$ cat src/design/fpbd_pkg.sv
// Shared constants for the fixed-point balance decay block.
// No dependencies; used by the top level and its checker.
package fpbd_pkg;

    localparam int VALUE_W   = 62;
    localparam int SECONDS_W = 28;
    localparam int YEAR_W    = 25;
    localparam int S_TDATA_W = 96;
    localparam int M_TDATA_W = 64;

    localparam int TERMS_DEF         = 19;
    localparam int SECONDS_BITS_DEF  = 28;
    localparam int FRACTION_BITS_DEF = 32;

    // ln 2 as unsigned Q0.32
    localparam int          LN2_SHIFT = 32;
    localparam logic [31:0] LN2_Q32   = 32'hB17217F7;

    localparam logic [YEAR_W-1:0] YEAR_RESET = 25'd31556952;

endpackage

$ cat src/design/fpbd_mul.sv
// Bit-serial shift-and-add multiplier, one multiplier bit per cycle.
// No dependencies; instanced by the decay top level.
module fpbd_mul #(
    parameter int MCW = 94,
    parameter int MRW = 60
) (
    input  logic               aclk,
    input  logic               aresetn,
    input  logic               start,
    input  logic [MCW-1:0]     mcand,
    input  logic [MRW-1:0]     mplier,
    output logic               done,
    output logic [MCW+MRW-1:0] prod
);

    localparam int CW = $clog2(MRW + 1);

    logic [MCW-1:0] mc_reg;
    logic [MCW-1:0] hi_reg, hi_next;
    logic [MRW-1:0] lo_reg, lo_next;
    logic [CW-1:0]  cnt_reg;
    logic           busy_reg;
    logic           done_reg;
    logic [MCW:0]   sum;

    always_comb begin
        sum     = {1'b0, hi_reg} + (lo_reg[0] ? {1'b0, mc_reg} : '0);
        hi_next = sum[MCW:1];
        lo_next = {sum[0], lo_reg[MRW-1:1]};
    end

    always_ff @(posedge aclk) begin
        if (!aresetn) begin
            busy_reg <= 1'b0;
            done_reg <= 1'b0;
            cnt_reg  <= '0;
        end else begin
            done_reg <= 1'b0;
            if (start) begin
                busy_reg <= 1'b1;
                cnt_reg  <= '0;
            end else if (busy_reg) begin
                cnt_reg <= cnt_reg + CW'(1);
                if (cnt_reg == CW'(MRW - 1)) begin
                    busy_reg <= 1'b0;
                    done_reg <= 1'b1;
                end
            end
        end
    end

    always_ff @(posedge aclk) begin
        if (start) begin
            mc_reg <= mcand;
            hi_reg <= '0;
            lo_reg <= mplier;
        end else if (busy_reg) begin
            hi_reg <= hi_next;
            lo_reg <= lo_next;
        end
    end

    assign done = done_reg;
    assign prod = {hi_reg, lo_reg};

endmodule

$ cat src/design/fpbd_div.sv
// Restoring radix-2 divider, one quotient bit per cycle.
// No dependencies; instanced by the decay top level.
module fpbd_div #(
    parameter int DW = 122,
    parameter int VW = 95
) (
    input  logic          aclk,
    input  logic          aresetn,
    input  logic          start,
    input  logic [DW-1:0] dividend,
    input  logic [VW-1:0] divisor,
    output logic          done,
    output logic [DW-1:0] quot
);

    localparam int CW = $clog2(DW + 1);

    logic [DW-1:0] q_reg;
    logic [VW-1:0] r_reg, r_next;
    logic [VW-1:0] dvs_reg;
    logic [CW-1:0] cnt_reg;
    logic          busy_reg;
    logic          done_reg;
    logic [VW:0]   trial;
    logic          ge;

    always_comb begin
        trial  = {r_reg, q_reg[DW-1]};
        ge     = trial >= {1'b0, dvs_reg};
        r_next = ge ? VW'(trial - {1'b0, dvs_reg}) : trial[VW-1:0];
    end

    always_ff @(posedge aclk) begin
        if (!aresetn) begin
            busy_reg <= 1'b0;
            done_reg <= 1'b0;
            cnt_reg  <= '0;
        end else begin
            done_reg <= 1'b0;
            if (start) begin
                busy_reg <= 1'b1;
                cnt_reg  <= '0;
            end else if (busy_reg) begin
                cnt_reg <= cnt_reg + CW'(1);
                if (cnt_reg == CW'(DW - 1)) begin
                    busy_reg <= 1'b0;
                    done_reg <= 1'b1;
                end
            end
        end
    end

    // shift dividend bits out the top, quotient bits in at the bottom
    always_ff @(posedge aclk) begin
        if (start) begin
            q_reg   <= dividend;
            r_reg   <= '0;
            dvs_reg <= divisor;
        end else if (busy_reg) begin
            q_reg <= {q_reg[DW-2:0], ge};
            r_reg <= r_next;
        end
    end

    assign done = done_reg;
    assign quot = q_reg;

endmodule

$ cat src/design/fixed_point_balance_decay_top.sv
// Top level of the fixed-point balance decay block: sequencer and result register.
// Depends on fpbd_pkg, fpbd_mul and fpbd_div.
//
// One item is worked at a time through a bit-serial multiplier and a bit-serial divider,
// both retiring one bit per cycle. With XW = SECONDS_BITS+FRACTION_BITS, the multiplier
// operand is MW = max(XW, 32) bits and the divider DW = 62+FRACTION_BITS+SECONDS_BITS. The
// divider forms t = seconds/year, the multiplier scales t by ln 2 to x, each of up to TERMS
// series terms takes a multiply by x and a divide by its index, and a last divide gives
// value/factor. The next beat is taken once the current result has moved into the output
// register, even while that result waits on m_tready.
module fixed_point_balance_decay_top #(
    parameter int TERMS         = fpbd_pkg::TERMS_DEF,
    parameter int SECONDS_BITS  = fpbd_pkg::SECONDS_BITS_DEF,
    parameter int FRACTION_BITS = fpbd_pkg::FRACTION_BITS_DEF
) (
    input  logic                            aclk,
    input  logic                            aresetn,
    input  logic                            cfg_wr_en,
    input  logic [fpbd_pkg::YEAR_W-1:0]     cfg_wr_data,   // year_seconds
    input  logic                            s_tvalid,
    output logic                            s_tready,
    input  logic [fpbd_pkg::S_TDATA_W-1:0]  s_tdata,       // value[61:0], seconds[89:62]
    output logic                            m_tvalid,
    input  logic                            m_tready,
    output logic [fpbd_pkg::M_TDATA_W-1:0]  m_tdata        // decayed_value[61:0]
);

    localparam int VW_IN = fpbd_pkg::VALUE_W;
    localparam int XW    = SECONDS_BITS + FRACTION_BITS;
    localparam int MCW   = VW_IN + FRACTION_BITS;
    localparam int MRW   = (XW > fpbd_pkg::LN2_SHIFT) ? XW : fpbd_pkg::LN2_SHIFT;
    localparam int DW    = VW_IN + FRACTION_BITS + SECONDS_BITS;
    localparam int FW    = VW_IN + 1 + FRACTION_BITS;
    localparam int IW    = $clog2(TERMS + 1);

    localparam logic [32:0] SMAX    = (33'd1 << SECONDS_BITS) - 33'd1;
    localparam logic [DW:0] CAP_EXT = (DW + 1)'(1) << (VW_IN + FRACTION_BITS);

    localparam logic [2:0] ST_IDLE  = 3'd0;
    localparam logic [2:0] ST_TDIV  = 3'd1;
    localparam logic [2:0] ST_LNMUL = 3'd2;
    localparam logic [2:0] ST_TMUL  = 3'd3;
    localparam logic [2:0] ST_IDIV  = 3'd4;
    localparam logic [2:0] ST_FDIV  = 3'd5;
    localparam logic [2:0] ST_OUT   = 3'd6;

    logic [2:0]                  state_reg, state_next;
    logic [fpbd_pkg::YEAR_W-1:0] year_reg;
    logic [VW_IN-1:0]            value_reg;
    logic [XW-1:0]               x_reg, x_next;
    logic [FW-1:0]               factor_reg, factor_next;
    logic [IW-1:0]               idx_reg, idx_next;
    logic [VW_IN-1:0]            res_reg;
    logic                        out_valid_reg;
    logic [VW_IN-1:0]            out_data_reg;

    logic                 mul_start, mul_done;
    logic [MCW-1:0]       mul_mc;
    logic [MRW-1:0]       mul_mr;
    logic [MCW+MRW-1:0]   mul_prod;
    logic                 div_start, div_done;
    logic [DW-1:0]        div_dvd;
    logic [FW-1:0]        div_dvs;
    logic [DW-1:0]        div_quot;

    logic [32:0]                 sec_ext, sec_sat;
    logic [fpbd_pkg::YEAR_W-1:0] year_eff;
    logic [DW:0]                 sum;
    logic                        q_zero, cap_hit, last_term, out_free;

    fpbd_mul #(.MCW(MCW), .MRW(MRW)) u_mul (
        .aclk   (aclk),
        .aresetn(aresetn),
        .start  (mul_start),
        .mcand  (mul_mc),
        .mplier (mul_mr),
        .done   (mul_done),
        .prod   (mul_prod)
    );

    fpbd_div #(.DW(DW), .VW(FW)) u_div (
        .aclk    (aclk),
        .aresetn (aresetn),
        .start   (div_start),
        .dividend(div_dvd),
        .divisor (div_dvs),
        .done    (div_done),
        .quot    (div_quot)
    );

    assign s_tready = (state_reg == ST_IDLE);
    assign out_free = !out_valid_reg || m_tready;

    always_comb begin
        sec_ext  = 33'(s_tdata[VW_IN +: fpbd_pkg::SECONDS_W]);
        sec_sat  = (sec_ext > SMAX) ? SMAX : sec_ext;
        year_eff = (year_reg == '0) ? fpbd_pkg::YEAR_W'(1) : year_reg;

        sum       = (DW + 1)'(div_quot) + (DW + 1)'(factor_reg);
        q_zero    = (div_quot == '0);
        cap_hit   = (sum >= CAP_EXT);
        last_term = q_zero || cap_hit || (idx_reg == IW'(TERMS));

        state_next  = state_reg;
        x_next      = x_reg;
        factor_next = factor_reg;
        idx_next    = idx_reg;
        mul_start   = 1'b0;
        mul_mc      = '0;
        mul_mr      = '0;
        div_start   = 1'b0;
        div_dvd     = '0;
        div_dvs     = '0;

        case (state_reg)
            ST_IDLE: begin
                if (s_tvalid) begin
                    div_start  = 1'b1;
                    div_dvd    = DW'(sec_sat) << FRACTION_BITS;
                    div_dvs    = FW'(year_eff);
                    state_next = ST_TDIV;
                end
            end
            ST_TDIV: begin
                if (div_done) begin
                    mul_start  = 1'b1;
                    mul_mc     = MCW'(fpbd_pkg::LN2_Q32);
                    mul_mr     = MRW'(div_quot[XW-1:0]);
                    state_next = ST_LNMUL;
                end
            end
            ST_LNMUL: begin
                if (mul_done) begin
                    x_next      = mul_prod[fpbd_pkg::LN2_SHIFT +: XW];
                    factor_next = FW'(1) << FRACTION_BITS;
                    idx_next    = IW'(1);
                    mul_start   = 1'b1;
                    mul_mc      = MCW'(1) << FRACTION_BITS;
                    mul_mr      = MRW'(x_next);
                    state_next  = ST_TMUL;
                end
            end
            ST_TMUL: begin
                if (mul_done) begin
                    div_start  = 1'b1;
                    div_dvd    = mul_prod[FRACTION_BITS +: DW];
                    div_dvs    = FW'(idx_reg);
                    state_next = ST_IDIV;
                end
            end
            ST_IDIV: begin
                if (div_done) begin
                    // drop a zero term, clamp at the cap
                    if (q_zero) begin
                        factor_next = factor_reg;
                    end else if (cap_hit) begin
                        factor_next = FW'(CAP_EXT);
                    end else begin
                        factor_next = sum[FW-1:0];
                    end
                    if (last_term) begin
                        div_start  = 1'b1;
                        div_dvd    = DW'(value_reg) << FRACTION_BITS;
                        div_dvs    = factor_next;
                        state_next = ST_FDIV;
                    end else begin
                        idx_next   = idx_reg + IW'(1);
                        mul_start  = 1'b1;
                        mul_mc     = div_quot[MCW-1:0];
                        mul_mr     = MRW'(x_reg);
                        state_next = ST_TMUL;
                    end
                end
            end
            ST_FDIV: begin
                if (div_done) begin
                    state_next = ST_OUT;
                end
            end
            ST_OUT: begin
                if (out_free) begin
                    state_next = ST_IDLE;
                end
            end
            default: begin
                state_next = ST_IDLE;
            end
        endcase
    end

    always_ff @(posedge aclk) begin
        if (!aresetn) begin
            state_reg     <= ST_IDLE;
            year_reg      <= fpbd_pkg::YEAR_RESET;
            out_valid_reg <= 1'b0;
        end else begin
            state_reg <= state_next;
            if (cfg_wr_en) begin
                year_reg <= cfg_wr_data;
            end
            if (state_reg == ST_OUT && out_free) begin
                out_valid_reg <= 1'b1;
            end else if (m_tready) begin
                out_valid_reg <= 1'b0;
            end
        end
    end

    always_ff @(posedge aclk) begin
        x_reg      <= x_next;
        factor_reg <= factor_next;
        idx_reg    <= idx_next;
        if (state_reg == ST_IDLE && s_tvalid) begin
            value_reg <= s_tdata[VW_IN-1:0];
        end
        if (state_reg == ST_FDIV && div_done) begin
            res_reg <= div_quot[VW_IN-1:0];
        end
        if (state_reg == ST_OUT && out_free) begin
            out_data_reg <= res_reg;
        end
    end

    assign m_tvalid = out_valid_reg;
    assign m_tdata  = fpbd_pkg::M_TDATA_W'(out_data_reg);

endmodule

$ cat config.mk
export PLATFORM = sky130hd
export DESIGN_NAME = fixed_point_balance_decay_top
export DESIGN_NICKNAME = d
export VERILOG_FILES = /design/src/design/fpbd_pkg.sv /design/src/design/fpbd_mul.sv /design/src/design/fpbd_div.sv /design/src/design/fixed_point_balance_decay_top.sv
export SDC_FILE = /design/constraint.sdc
export NUM_CORES = 2
export LEC_CHECK = 0
export ABC_CLOCK_PERIOD_IN_PS = 12500
export BUFFER_PORTS_ARGS = -buffer_cell sky130_fd_sc_hd__buf_2
export CAP_MARGIN = 20
export CORE_AREA = 2 2 523 525
export CTS_CLUSTER_DIAMETER = 120
export CTS_CLUSTER_SIZE = 14
export DETAILED_ROUTE_END_ITERATION = 10
export DIE_AREA = 0 0 525 527
export GPL_ROUTABILITY_DRIVEN = 1
export PLACE_DENSITY = 0.44
export SYNTH_ARGS = -nofsm -noshare
export SYNTH_HDL_FRONTEND = slang
export SYNTH_HIERARCHICAL = 1
export SYNTH_SLANG_ARGS = --single-unit
export TNS_END_PERCENT = 10
$ cat constraint.sdc
create_clock -name aclk -period 12.5 [get_ports aclk]
set_input_delay 1.875 -clock aclk [delete_from_list [all_inputs] [get_ports aclk]]
set_output_delay 1.875 -clock aclk [all_outputs]
set_load 0.1 [all_outputs]
==> flow_metrics.py <==
metrics = {
    "detailed_routing": {
        "wl_per_cell_um": 25.8,
        "drt_iter0_drc": 4623,
        "ant_nets": 0,
        "via_per_inst": 5.17,
        "drtPass1Iterations": 6,
        "wl_um": 262000,
        "route.detailed.drc": 0,
        "vias": 52600,
    },
    "logic_synthesis": {
        "synth_area_mm2": 0.0620,
        "seq_area_frac_synth_pct": 42.3,
        "yosysTopAreaCell": "edfxtp_1",
        "synth_area_leaders": "edfxtp_1 35%, dfxtp_1 7.6%, ha_1 5.8%",
        "synth-seq-cells": 952,
        "synthFlopType": "edfxtp_1",
        "synth-edff-count": 717,
        "yosysWarnings": 6,
        "syn_inst": 6521,
        "synth.top_cell.area_share_pct": 34.7,
        "async_flop_share_pct": 0,
        "avgSynthCellArea_um2": 9.51,
        "synth_cell_types": 125,
    },
    "setup_path": {
        "setup.worst_path.start_class": "flop",
        "worstSetupEndpointType": "flop",
        "worstPathArrival_ns": 9.40,
        "critical_path_class": "flop to flop",
        "critPathRequiredTime_ns": 12.87,
        "critPathMaxFanout": 63,
        "ff2ff_setup_slack_ns": 3.47,
    },
    "power_and_ir_drop": {
        "p_per_area_mw_per_mm2": 122,
        "ir_drop_uv": 102,
        "clock_power_share_pct": 30.1,
        "switching_share_pct": 35.4,
        "p_sw_uw": 3000,
        "p_leak_uw": 0.0251,
        "internal_power_uw": 5460,
        "power_frac_comb_pct": 25.2,
        "pwr-share-seq_pct": 44.7,
    },
    "clock_network": {
        "ctsHoldBuffers": 0,
        "postCtsSetupBuffers": 0,
        "insertion_delay_ns": 0.76,
        "cts.clk_slew.worst_paths_ns": 0.08,
        "clock_sink_count": 952,
        "cts_tree": "done",
        "cts_buffers": 80,
        "h-tree-depth": 3,
        "root_buffer": "clkbuf_16",
        "cts_max_path_buffers": 3,
        "cts.repair.resized": 0,
    },
    "die": {
        "ios": 192,
        "initial_core_util_pct": 22.8,
        "die_area_mm2": 0.277,
        "dieHeight_um": 527,
        "coreArea_mm2": 0.272,
        "core.rowCount": 192,
        "die_w_um": 525,
    },
    "grt": {
        "grt_overflow": 0,
        "grt_start_max_net_pins": 128,
        "antenna_found_initial": 32,
        "grt_pass1_wl_um": 372000,
        "globalRouteTotalUtil_pct": 18.2,
        "grt_pass1_vias": 50500,
    },
    "timing": {
        "min_period_over_period_pct": 72.2,
        "timing.fmax_ghz": 0.111,
        "final-setup-viol-count": 0,
        "clock_skew_ns": 0.0702,
        "hold_viol": 0,
        "slew_violations": 0,
        "tns_ns": 0,
        "slew_headroom_pct": 27.9,
        "fin_hold_ws_ns": 0.405,
        "period_needed_ns": 9.03,
        "tightest_slew_ns": 1.07,
        "rsz0062_at_grt": "no",
    },
    "layout": {
        "synthToLayoutAreaGrowth_pct": 11.5,
        "largest_reg_flops": 122,
        "final_layout_size_suffix_gt1_share_pct": 11.6,
        "final_nets": 6915,
    },
    "placement": {
        "hpwlAfterDp_um": 200000,
        "io_buffers": 183,
        "place.gp.congestion": 0.935,
    },
    "run_status": {
        "status": "completed",
    },
    "run": {
        "cap_violations": 0,
    },
    "hold_path": {
        "hold_class": "flop to flop",
    },
}
synth_stat cells (all sizes together), types with 81 or more instances:
cell type,instances
dfxtp,235
a21oi,549
nand4,211
nor3,125
buf,146
ha,288
clkbuf,261
mux2i,91
xnor2,159
o21ai,431
edfxtp,717
nor4,90
a22o,100
a21o,141
inv,254
nand2,555
nand3,82
mux2,184
nor2,512
and2,332
xor2,106
a22oi,81
metal layers:
metal	share of wire [%]	routed length (µm)	track usage, %
met1	46	122000	25.4
met2	45	119000	29.0
met3	5.2	13600	2.11
met4	3.2	8290	5.78
met5	0.024	62	0
critical path, stage by stage, from the launching register on:
cell,delay (ns)
edfxtp_1,0.81
ha_1,0.46
a21oi_1,0.21
o21ai_0,0.26
a221oi_2,0.63
o21ai_0,0.31
nor4_1,0.89
a2111oi_0,0.19
and4b_1,0.28
and3_1,0.18
o2111a_1,0.35
a31oi_4,0.23
buf_4,0.46
and2_2,0.92
or3_4,0.62
nor2_4,0.03
buf_4,0.30
inv_6,0.48
buf_4,0.88
final cells by class:
class                           instances  area (µm²)
Clock inverter                         12         174
Multi-Input combinational cell       4908       33200
Sequential cell                       952       26200
Tap cell                             3589        4490
Timing Repair Buffer                  301        1850
Inverter                              255         962
Clock buffer                          137        2270
Fill cell                           29100      203000
Antenna cell                            8        20.0
kinds of logic (layout without fill, tap and decap cells):
group	Yosys count	count (layout)	synth area share, %
simple gates	2160	2160	17.6
compound gates	1915	1915	21.2
flops	952	952	42.3
buf+inv	662	705	4.48
fa+ha+maj	291	291	5.90
mux	275	275	4.81
xor+xnor	265	265	3.74
other cells	1	10	0.00604
layout by cell type (no fill, tap or decap), types with 45 or more instances in the layout:
master     netlist  layout
and2_1         331     329
nor4_1          85      82
ha_1           288     288
nor3_1         121     120
inv_1          251     249
a22o_1         100     100
a22oi_1         81      81
nand4_1        209     209
buf_4           10     112
mux2i_1         91      91
clkbuf_1       258      54
o21ai_1         87      87
o21bai_1        59      59
clkbuf_16        0      82
buf_2          108     185
nand2_1        552     552
nand3_1         81      81
edfxtp_1       717     717
nor2b_1         47      45
nor2_1         509     506
a211oi_1        73      73
a21o_1         141     140
mux2_2         184     184
o21ai_0        341     341
a21oi_1        542     542
o41ai_2         51      51
dfxtp_1        235     233
xnor2_1        159     159
xor2_1         106     105
worst paths after layout:
path                                 start                    endpoint  cells past startpoint
setup / recovery  u_div/quot[90]$_DFFE_PP_    u_div/quot[13]$_DFFE_PP_                     18
hold / removal       res_reg[57]$_DFFE_PP_  out_data_reg[57]$_DFFE_PP_                      0
setup reg to reg  u_div/quot[90]$_DFFE_PP_    u_div/quot[13]$_DFFE_PP_                     18
hold reg to reg      res_reg[57]$_DFFE_PP_  out_data_reg[57]$_DFFE_PP_                      0
per-stage QoR:
step	area [µm²]	std cells	worst slack, ns	power [µW]	utilization [%]
6_report	69200	10200	3.47	8460	25.5
5_1_grt	69200	10200	3.02	8820	25.5
4_1_cts	69200	10200	3.19	8530	25.5
3_5_place_dp	66700	10000	3.21	5940	24.6
3_3_place_gp	66700	10000	3.27	5950	24.6
2_1_floorplan	62000	6522	1.97	5060	-
power groups by stage:
stage / Sequential [µW] / Clock (µW) / Combinational, µW
after CTS: 3780 / 2650 / 2100
final: 3780 / 2550 / 2130
after detailed placement: 3850 / 0 / 2090
after global routing: 3790 / 2750 / 2280
after floorplan: 3700 / 0 / 1360
after global placement: 3850 / 0 / 2110
(Power assumes the default switching activity.)
